===== config.mk =====
export PLATFORM = sky130hd
export DESIGN_NAME = wgcm_div
export DESIGN_NICKNAME = d
export VERILOG_FILES = /design/src/hdl/wgcm_pkg.sv /design/src/hdl/wgcm_div.sv
export SDC_FILE = /design/constraint.sdc
export NUM_CORES = 1
export LEC_CHECK = 0
export BUFFER_PORTS_ARGS = -buffer_cell sky130_fd_sc_hd__buf_2
export CORE_MARGIN = 5
export CORE_UTILIZATION = 38
export DETAILED_ROUTE_END_ITERATION = 8
export GPL_TIMING_DRIVEN = 0
export PLACE_DENSITY_LB_ADDON = 0.1
export SYNTH_ARGS = -nofsm -noshare
export SYNTH_HDL_FRONTEND = slang
export SYNTH_SLANG_ARGS = --single-unit

===== constraint.sdc =====
create_clock -name clk -period 5.5 [get_ports clk]
set_clock_uncertainty 0.2 [all_clocks]
set_input_delay 0.275 -clock clk [delete_from_list [all_inputs] [get_ports clk]]
set_output_delay 0.275 -clock clk [all_outputs]
set_load 0.03 [all_outputs]

===== src/hdl/wgcm_pkg.sv =====
`default_nettype none
package wgcm_pkg;
  localparam int unsigned TableEntries = 64;
  localparam int unsigned SpanW = 48;
  localparam int unsigned KeyW = 32;
  localparam int unsigned CountW = 16;
  localparam int unsigned DestW = 7;
  localparam int unsigned RankW = 6;
  localparam int unsigned CfgIdxW = 1;
  localparam logic [CfgIdxW-1:0] RegSpan = 1'b0;
  localparam logic [CfgIdxW-1:0] RegDest = 1'b1;
  localparam logic [SpanW-1:0] SpanReset = 48'd10000;
  localparam logic [DestW-1:0] DestReset = 7'd1;

  typedef enum logic [3:0] {
    ST_IDLE, ST_DIV, ST_MOD, ST_SCAN, ST_WAIT, ST_UPD,
    ST_FADDR, ST_FRD, ST_FOUT
  } state_t;

  typedef struct packed {
    logic [SpanW-1:0]  window;
    logic [KeyW-1:0]   campaign;
    logic [CountW-1:0] count;
    logic [SpanW-1:0]  latest;
  } entry_t;

  typedef struct packed {
    logic             start;
    logic [SpanW-1:0] dividend;
    logic [SpanW-1:0] divisor;
  } div_req_t;

  typedef struct packed {
    logic             done;
    logic [SpanW-1:0] quot;
    logic [SpanW-1:0] rem;
  } div_rsp_t;
endpackage
`default_nettype wire


===== src/hdl/wgcm_div.sv =====
`default_nettype none
module wgcm_div (
  input  logic                clk,
  input  logic                rst_n,
  input  wgcm_pkg::div_req_t  req,
  output wgcm_pkg::div_rsp_t  rsp
);
  import wgcm_pkg::*;

  logic [SpanW-1:0] q_r, q_nxt, r_r, r_nxt, d_r, d_nxt;
  logic [5:0] cnt_r, cnt_nxt;
  logic busy_r, busy_nxt, done_r, done_nxt;
  logic [SpanW:0] trial;

  always_comb begin
    q_nxt = q_r;
    r_nxt = r_r;
    d_nxt = d_r;
    cnt_nxt = cnt_r;
    busy_nxt = busy_r;
    done_nxt = 1'b0;
    trial = {r_r, q_r[SpanW-1]} - {1'b0, d_r};
    if (req.start) begin
      q_nxt = req.dividend;
      r_nxt = '0;
      d_nxt = req.divisor;
      cnt_nxt = '0;
      busy_nxt = 1'b1;
    end else if (busy_r) begin
      if (!trial[SpanW]) begin
        r_nxt = trial[SpanW-1:0];
        q_nxt = {q_r[SpanW-2:0], 1'b1};
      end else begin
        r_nxt = {r_r[SpanW-2:0], q_r[SpanW-1]};
        q_nxt = {q_r[SpanW-2:0], 1'b0};
      end
      cnt_nxt = cnt_r + 6'd1;
      if (cnt_r == 6'(SpanW - 1)) begin
        busy_nxt = 1'b0;
        done_nxt = 1'b1;
      end
    end
  end

  always_ff @(posedge clk) begin
    q_r <= q_nxt;
    r_r <= r_nxt;
    d_r <= d_nxt;
    cnt_r <= cnt_nxt;
    if (!rst_n) begin
      busy_r <= 1'b0;
      done_r <= 1'b0;
    end else begin
      busy_r <= busy_nxt;
      done_r <= done_nxt;
    end
  end

  assign rsp = '{done: done_r, quot: q_r, rem: r_r};
endmodule
`default_nettype wire


==> flow_metrics.env, run 1 <==
export IMPL_status="finished clean"
export IMPL_synthDistinctLibCells=62
export IMPL_htree_levels=4
export IMPL_clk_pin_slew_ns=0.07
export IMPL_synth_seq_cells=152
export IMPL_ys_seq_area_share_pct=46.05
export IMPL_routed_wl_mm=25.91
export IMPL_tightest_slew_ns=1.231
export IMPL_grt_max_degree=51
export IMPL_critPathSlowestCell="o21ai_0"
export IMPL_track_usage_pct=19.61
export IMPL_viasPerCell=5.207
export IMPL_critical_path_max_stage_delay_ns=0.70
export IMPL_crit_family="compound AO/OA/AOI/OAI gates"
export IMPL_ir_drop_uv=191.3
export IMPL_hpwl_mm=19.28
export IMPL_path_depth=13
export IMPL_nets=1349
export IMPL_place_area_mm2=0.01005
export IMPL_cts_tree="done"
export IMPL_syn_area_per_cell_um2=9.791
export IMPL_fp_dieH_um=161.3
export IMPL_timing_fmax_mhz=245.2
export IMPL_worstSetupEndpoint="r_r[43]$_SDFFE_PP0P_"
export IMPL_syn_nets=1037
export IMPL_core_area_mm2=0.02257
export IMPL_antenna_found_initial=1
export IMPL_ant_nets=0
export IMPL_min_path_type="flip-flop to flip-flop"
export IMPL_synth_edff_count=96
export IMPL_numCtsBuffers=17
export IMPL_final_layout_size_suffix_gt1_share_pct=24.15
export IMPL_wl_per_cell_um=17.29
export IMPL_end_kind="flip-flop"
export IMPL_slew_viol_final=0
export IMPL_synth_main_ff_cell="edfxtp_1"
export IMPL_power_total_mw=3.478
export IMPL_rr_worst_depth=13
export IMPL_synth_area_leader_cell="edfxtp_1"
export IMPL_synthTopCellsByArea="edfxtp_1 (33%), dfxtp_1 (13%), ha_1 (7.1%)"
export IMPL_rrSetupSlack_ns=1.42
export IMPL_numPortBuffers=195
export IMPL_leakage_nw=5.008
export IMPL_overflow=0
export IMPL_period_share_pct=74.14
export IMPL_synthCells=888
export IMPL_nFillCells=2127
export IMPL_ys_warn_count=0
export IMPL_die_area_mm2=0.02601
export IMPL_crit_buf_inv=2
export IMPL_die_width_um=161.3
export IMPL_worst_ep_arrival_time_ns=4.20
export IMPL_cts_buffer_depth=2
export IMPL_drc=0
export IMPL_ios=196
export IMPL_maxCapViolations=0
export IMPL_multi_input_area_mm2=0.004290
export IMPL_post_cts_resized=0
export IMPL_fp_row_count=55
export IMPL_start_util_pct=38.52
export IMPL_startpoint_type="flip-flop"
export IMPL_area_growth_pct=33.21
export IMPL_synth_most_common_cell="nand2_1"
export IMPL_layout_min_cycle_time_ns=4.078
export IMPL_criticalPathCategory="flip-flop to flip-flop"
export IMPL_crit_top_cell="o21ai_0"
export IMPL_path_cells="inv_1 > ha_1 > clkbuf_2 > and4_1 > nand3_1 > a21oi_1 > a211oi_1 > o21ai_0 > a31oi_1 > o41ai_1 > xnor2_1 > o21ai_0 > a22o_1"
export IMPL_setup_viol=0
export IMPL_root_buffer="clkbuf_16"
export IMPL_async_reset_ff_share_pct=0
export IMPL_netlist_top_cells_count="nand2_1 (125), edfxtp_1 (96), nor2_1 (72), a21oi_1 (64), inv_1 (61)"
export IMPL_cp_required_ns=5.62
export IMPL_rr_startpoint="d_r[9]$_DFFE_PP_"
export IMPL_syn_area_mm2=0.008695
export IMPL_clkSinkCount=152
export IMPL_rsz0062_at_grt="no"
export IMPL_hold_buffers=97
export IMPL_hold_viol=0
export IMPL_slew_headroom_pct=17.95
export IMPL_fin_tns_setup_ns=0
export IMPL_grt_pass1_wl_mm=41.09
export IMPL_synth_top_area_share_pct=33.16
export IMPL_drt_iter0_drc=398
export IMPL_p_per_area_mw_per_mm2=300.3
export IMPL_drtPass1Iterations=5
export IMPL_grt_pass1_vias=7796
export IMPL_post_cts_setup_buffers=0
export IMPL_crit_fanout=7
export IMPL_crit_start="d_r[9]$_DFFE_PP_"
export IMPL_ff_latch_area_mm2=0.004004
export IMPL_routabilityCongestion=0.9488
export IMPL_route_vias_total=7805
export IMPL_clk_latency_ns=0.43
export IMPL_fin_area_mm2=0.01158
export IMPL_r2r_end="r_r[43]$_SDFFE_PP0P_"
==> cell families (layout without fill, tap and decap cells) <==
family | Yosys count | in the layout | share of synthesized area, %
simple gates | 257 | 257 | 12.94
compound gates | 233 | 233 | 17.97
flops | 152 | 152 | 46.05
buf+inv | 100 | 425 | 4.605
fa+ha+maj | 50 | 50 | 7.282
mux | 50 | 50 | 6.433
xor+xnor | 46 | 46 | 4.720
other cells | 0 | 1 | 0
==> layout by cell type, fill, tap and decap left out, drive strengths merged, types with 7 or more instances in the layout <==
| cell type | instances |
|---|---|
| a21o | 23 |
| a21oi | 64 |
| a311oi | 34 |
| a31oi | 7 |
| buf | 211 |
| clkbuf | 41 |
| dfxtp | 56 |
| dlygate4sd3 | 97 |
| edfxtp | 96 |
| ha | 49 |
| inv | 69 |
| mux2 | 47 |
| nand2 | 125 |
| nand3 | 10 |
| nand4 | 8 |
| nor2 | 72 |
| o21ai | 44 |
| o21bai | 13 |
| xnor2 | 27 |
| xor2 | 19 |
==> flip-flops by register name, indices dropped and copies added, names as in the netlist <==
name,count
busy_r,1
cnt_r,6
d_r,48
done_r,1
q_r,48
r_r,48
==> routing by layer <==
metal | part of all wire [%] | up-vias | routed length [µm] | global-route usage, %
met4 | 1.2 | 0 | 318 | 4.537
li1 | - | 3880 | - | -
met3 | 6.5 | 19 | 1678 | 5.129
met5 | 0 | - | 0 | 0
met2 | 47 | 232 | 12080 | 32.77
met1 | 46 | 3674 | 11830 | 25.62
==> layout make-up <==
| class | count | area share (%) |
|---|---|---|
| clock buffers | 18 | 3.705 |
| well taps | 285 | 3.079 |
| flip-flops and latches | 152 | 34.57 |
| plain buffers | 38 | 1.448 |
| repair buffers | 293 | 16.98 |
| clock inverters | 14 | 1.145 |
| multi-input cells | 636 | 37.04 |
| inverters | 62 | 2.009 |
| diodes | 1 | 0.02161 |
==> worst min-delay path: stages (launching register included) <==
cell,delay [ns]
dfxtp_1,0.32
o21ai_0,0.07
a21oi_1,0.06
==> where the power goes <==
part	switching [mW]	leakage (nW)	internal [mW]	total (mW)
clock	0.536	0.274	0.598	1.13
combinational	0.587	3.32	0.365	0.952
sequential	0.0668	1.41	1.32	1.39
total	1.19	5.01	2.29	3.48
==> through the flow <==
| step | setup slack (ns) | cells | hold WS (ns) | utilization, % |
|---|---|---|---|---|
| floorplan | 2.152 | 888 | 0.1739 | - |
| global placement | 1.077 | 1368 | 0.2523 | 44.42 |
| detailed placement | 1.534 | 1369 | 0.2531 | 44.51 |
| CTS | 1.511 | 1498 | 0.2842 | 51.30 |
| global route | 1.257 | 1499 | 0.3057 | 51.31 |
| finish | 1.422 | 1499 | 0.2904 | 51.31 |
==> worst min path at each step <==
| stage | start | to | slack, ns | depth (start not counted) |
|---|---|---|---|---|
| CTS | cnt_r[5]$_SDFFE_PP0P_ | cnt_r[5]$_SDFFE_PP0P_ | 0.28 | 2 |
| global placement | req[10] | d_r[10]$_DFFE_PP_ | 0.25 | 1 |
| global route | cnt_r[5]$_SDFFE_PP0P_ | cnt_r[5]$_SDFFE_PP0P_ | 0.31 | 2 |
| finish | cnt_r[5]$_SDFFE_PP0P_ | cnt_r[5]$_SDFFE_PP0P_ | 0.29 | 2 |
| detailed placement | req[7] | d_r[7]$_DFFE_PP_ | 0.25 | 1 |
| floorplan | req[0] | d_r[0]$_DFFE_PP_ | 0.17 | 0 |
No activity file was read; power rests on OpenSTA's default activity.
==> run 2, diff against run 1 <==
==> constraint.sdc (replaced) <==
create_clock -name clk -period 3.3 [get_ports clk]
set_clock_uncertainty 0.2 [all_clocks]
set_input_delay 0.165 -clock clk [delete_from_list [all_inputs] [get_ports clk]]
set_output_delay 0.165 -clock clk [all_outputs]
set_load 0.03 [all_outputs]
==> run 2 against run 1 <==
The flow now finishes with violations (setup timing); setup slack got worse by 1.5 ns; routed wire length rose by 6.3%; core utilization rose by 4.4 points; sequential power rose by 68%; first-iteration DRC count fell by 19%; hold slack got worse by 0.057 ns; global-route usage rose by 0.93 points; critical path type unchanged; highest routed layer unchanged.
==> flow_metrics.env, run 2 (synthesized netlist as in run 1, its figures left out) <==
export IMPL_htree_levels=4
export IMPL_p_seq_share_pct=37.2
export IMPL_routed_wl_mm=27.53
export IMPL_root_buffer="clkbuf_16"
export IMPL_route_vias_total=8024
export IMPL_nFillCells=2050
export IMPL_clkPwrFrac_pct=32.5
export IMPL_criticalPathCategory="flip-flop to flip-flop"
export IMPL_layout_common_cells="buf_2 (197), dlygate4sd3_1 (97), edfxtp_1 (96)"
export IMPL_dp_cells=1369
export IMPL_ant_nets=0
export IMPL_fin_ws_ns=-0.03255
export IMPL_fp_dieH_um=161.3
export IMPL_ir_drop_uv=266.8
export IMPL_antenna_found_initial=0
export IMPL_p_per_area_mw_per_mm2=497.7
export IMPL_core_area_mm2=0.02257
export IMPL_tightest_slew_ns=1.229
export IMPL_drt_iter0_drc=322
export IMPL_setup_viol=5
export IMPL_holdWs_ns=0.2337
export IMPL_cts_buffer_depth=2
export IMPL_grt_pass1_wl_mm=43.06
export IMPL_die_area_mm2=0.02601
export IMPL_clkSinkCount=152
export IMPL_slew_headroom_pct=18.09
export IMPL_period_share_pct=101.0
export IMPL_leakage_nw=5.374
export IMPL_start_util_pct=38.52
export IMPL_drtPass1Iterations=4
export IMPL_timing_fmax_mhz=300.1
export IMPL_maxCapViolations=0
export IMPL_end_kind="flip-flop"
export IMPL_clk_pin_slew_ns=0.08
export IMPL_fin_cells=1518
export IMPL_grt_max_degree=51
export IMPL_n_antenna_cell=0
export IMPL_hpwl_mm=19.44
export IMPL_violations="setup timing"
export IMPL_mostFrequentLayoutCell="buf_2"
export IMPL_startpoint_type="flip-flop"
export IMPL_numCtsBuffers=17
export IMPL_viasPerCell=5.286
export IMPL_crit_buf_inv=3
export IMPL_wl_per_cell_um=18.14
export IMPL_multi_input_area_mm2=0.004878
export IMPL_largestRegisters="d_r x48, q_r x48, r_r x48"
export IMPL_crit_family="compound AO/OA/AOI/OAI gates"
export IMPL_slew_viol_final=0
export IMPL_crit_fanout=7
export IMPL_p_int_mw=4.125
export IMPL_p_sw_mw=2.133
export IMPL_critPathSlowestCell="edfxtp_1"
export IMPL_switching_share_pct=34.08
export IMPL_grt_pass1_vias=8028
export IMPL_layout_min_cycle_time_ns=3.333
export IMPL_worst_ep_arrival_time_ns=3.46
export IMPL_overflow=0
export IMPL_hold_viol=0
export IMPL_clk_latency_ns=0.44
export IMPL_path_cells="ha_2 > fa_2 > nand2b_4 > a21oi_2 > o21a_1 > o31ai_4 > o21a_2 > o31ai_4 > buf_12 > xnor2_4 > buf_12 > buf_8 > nand2_2 > a311oi_1"
export IMPL_area_growth_pct=44.60
export IMPL_final_layout_size_suffix_gt1_share_pct=34.14
export IMPL_drc=0
export IMPL_fin_tns_setup_ns=-0.06603
export IMPL_die_width_um=161.3
export IMPL_numPortBuffers=195
export IMPL_routabilityCongestion=0.9402
export IMPL_nets=1369
export IMPL_p_comb_share_pct=30.3
export IMPL_cts_tree="done"
export IMPL_rsz0062_at_grt="yes"
export IMPL_track_usage_pct=20.54
export IMPL_min_path_type="primary input to flip-flop"
export IMPL_status="finished with violations"
export IMPL_fp_row_count=55
export IMPL_critical_path_max_stage_delay_ns=0.44
export IMPL_ff_latch_area_mm2=0.004008
export IMPL_ios=196
export IMPL_cp_required_ns=3.43
export IMPL_place_worst_setup_slack_ns=-0.6093
run 2: cell types whose count changed in the layout (fill, tap and decap cells not counted), sizes merged:
cell	previous run	this run
buf	211	230
bufinv	0	2
clkinv	6	2
diode	1	0
inv	69	71
xnor2	27	28
run 2: area by class of cell:
| class | instances | area share [%] |
|---|---|---|
| multi-input combinational | 637 | 38.80 |
| sequential | 152 | 31.88 |
| timing repair buffer | 314 | 17.86 |
| clock buffer | 18 | 3.414 |
| tap | 285 | 2.836 |
| buffer | 36 | 1.971 |
| inverter | 62 | 1.851 |
| clock inverter | 14 | 1.383 |
run 2: worst paths after layout:
path / cells after the start / start / endpoint / slack [ns]
worst min register to register: 2 / r_r[29]$_SDFFE_PP0P_ / r_r[29]$_SDFFE_PP0P_ / 0.29
worst max register to register: 14 / d_r[0]$_DFFE_PP_ / r_r[35]$_SDFFE_PP0P_ / -0.03
worst max-delay path: 14 / d_r[0]$_DFFE_PP_ / r_r[35]$_SDFFE_PP0P_ / -0.03
worst min-delay path: 2 / req[8] / d_r[8]$_DFFE_PP_ / 0.23
run 2: power groups by stage:
stage	sequential, mW	combinational [mW]	clock, mW
after detailed placement	2.36	1.50	0
after global placement	2.36	1.49	0
after global routing	2.35	2.06	2.18
final	2.33	1.89	2.04
after floorplan	2.56	0.839	0
after CTS	2.32	1.70	2.09
run 2: routing by layer:
| layer | track usage, % | wire length, µm |
|---|---|---|
| met4 | 4.382 | 497 |
| met5 | 0 | 0 |
| met1 | 27.53 | 12290 |
| met2 | 33.37 | 12860 |
| met3 | 5.792 | 1882 |
run 2: what timing repair did:
| item | 4_1_cts | 5_1_grt |
|---|---|---|
| gates resized for setup | 63 | 113 |
| gates cloned | 1 | 6 |
| setup buffers | 10 | 5 |
| pin swaps | 12 | 38 |
| endpoints found under the setup margin | 49 | 49 |
| hold endpoints to repair | 98 | 0 |
| hold buffers | 97 | 0 |
run 2: stage by stage:
step	util [%]	power (mW)	instance area, µm²
2_1_floorplan	-	3.394	8702
3_3_place_gp	44.46	3.848	10030
3_5_place_dp	44.55	3.858	10050
4_1_cts	53.05	6.115	11970
5_1_grt	55.70	6.587	12570
6_report	55.70	6.257	12570
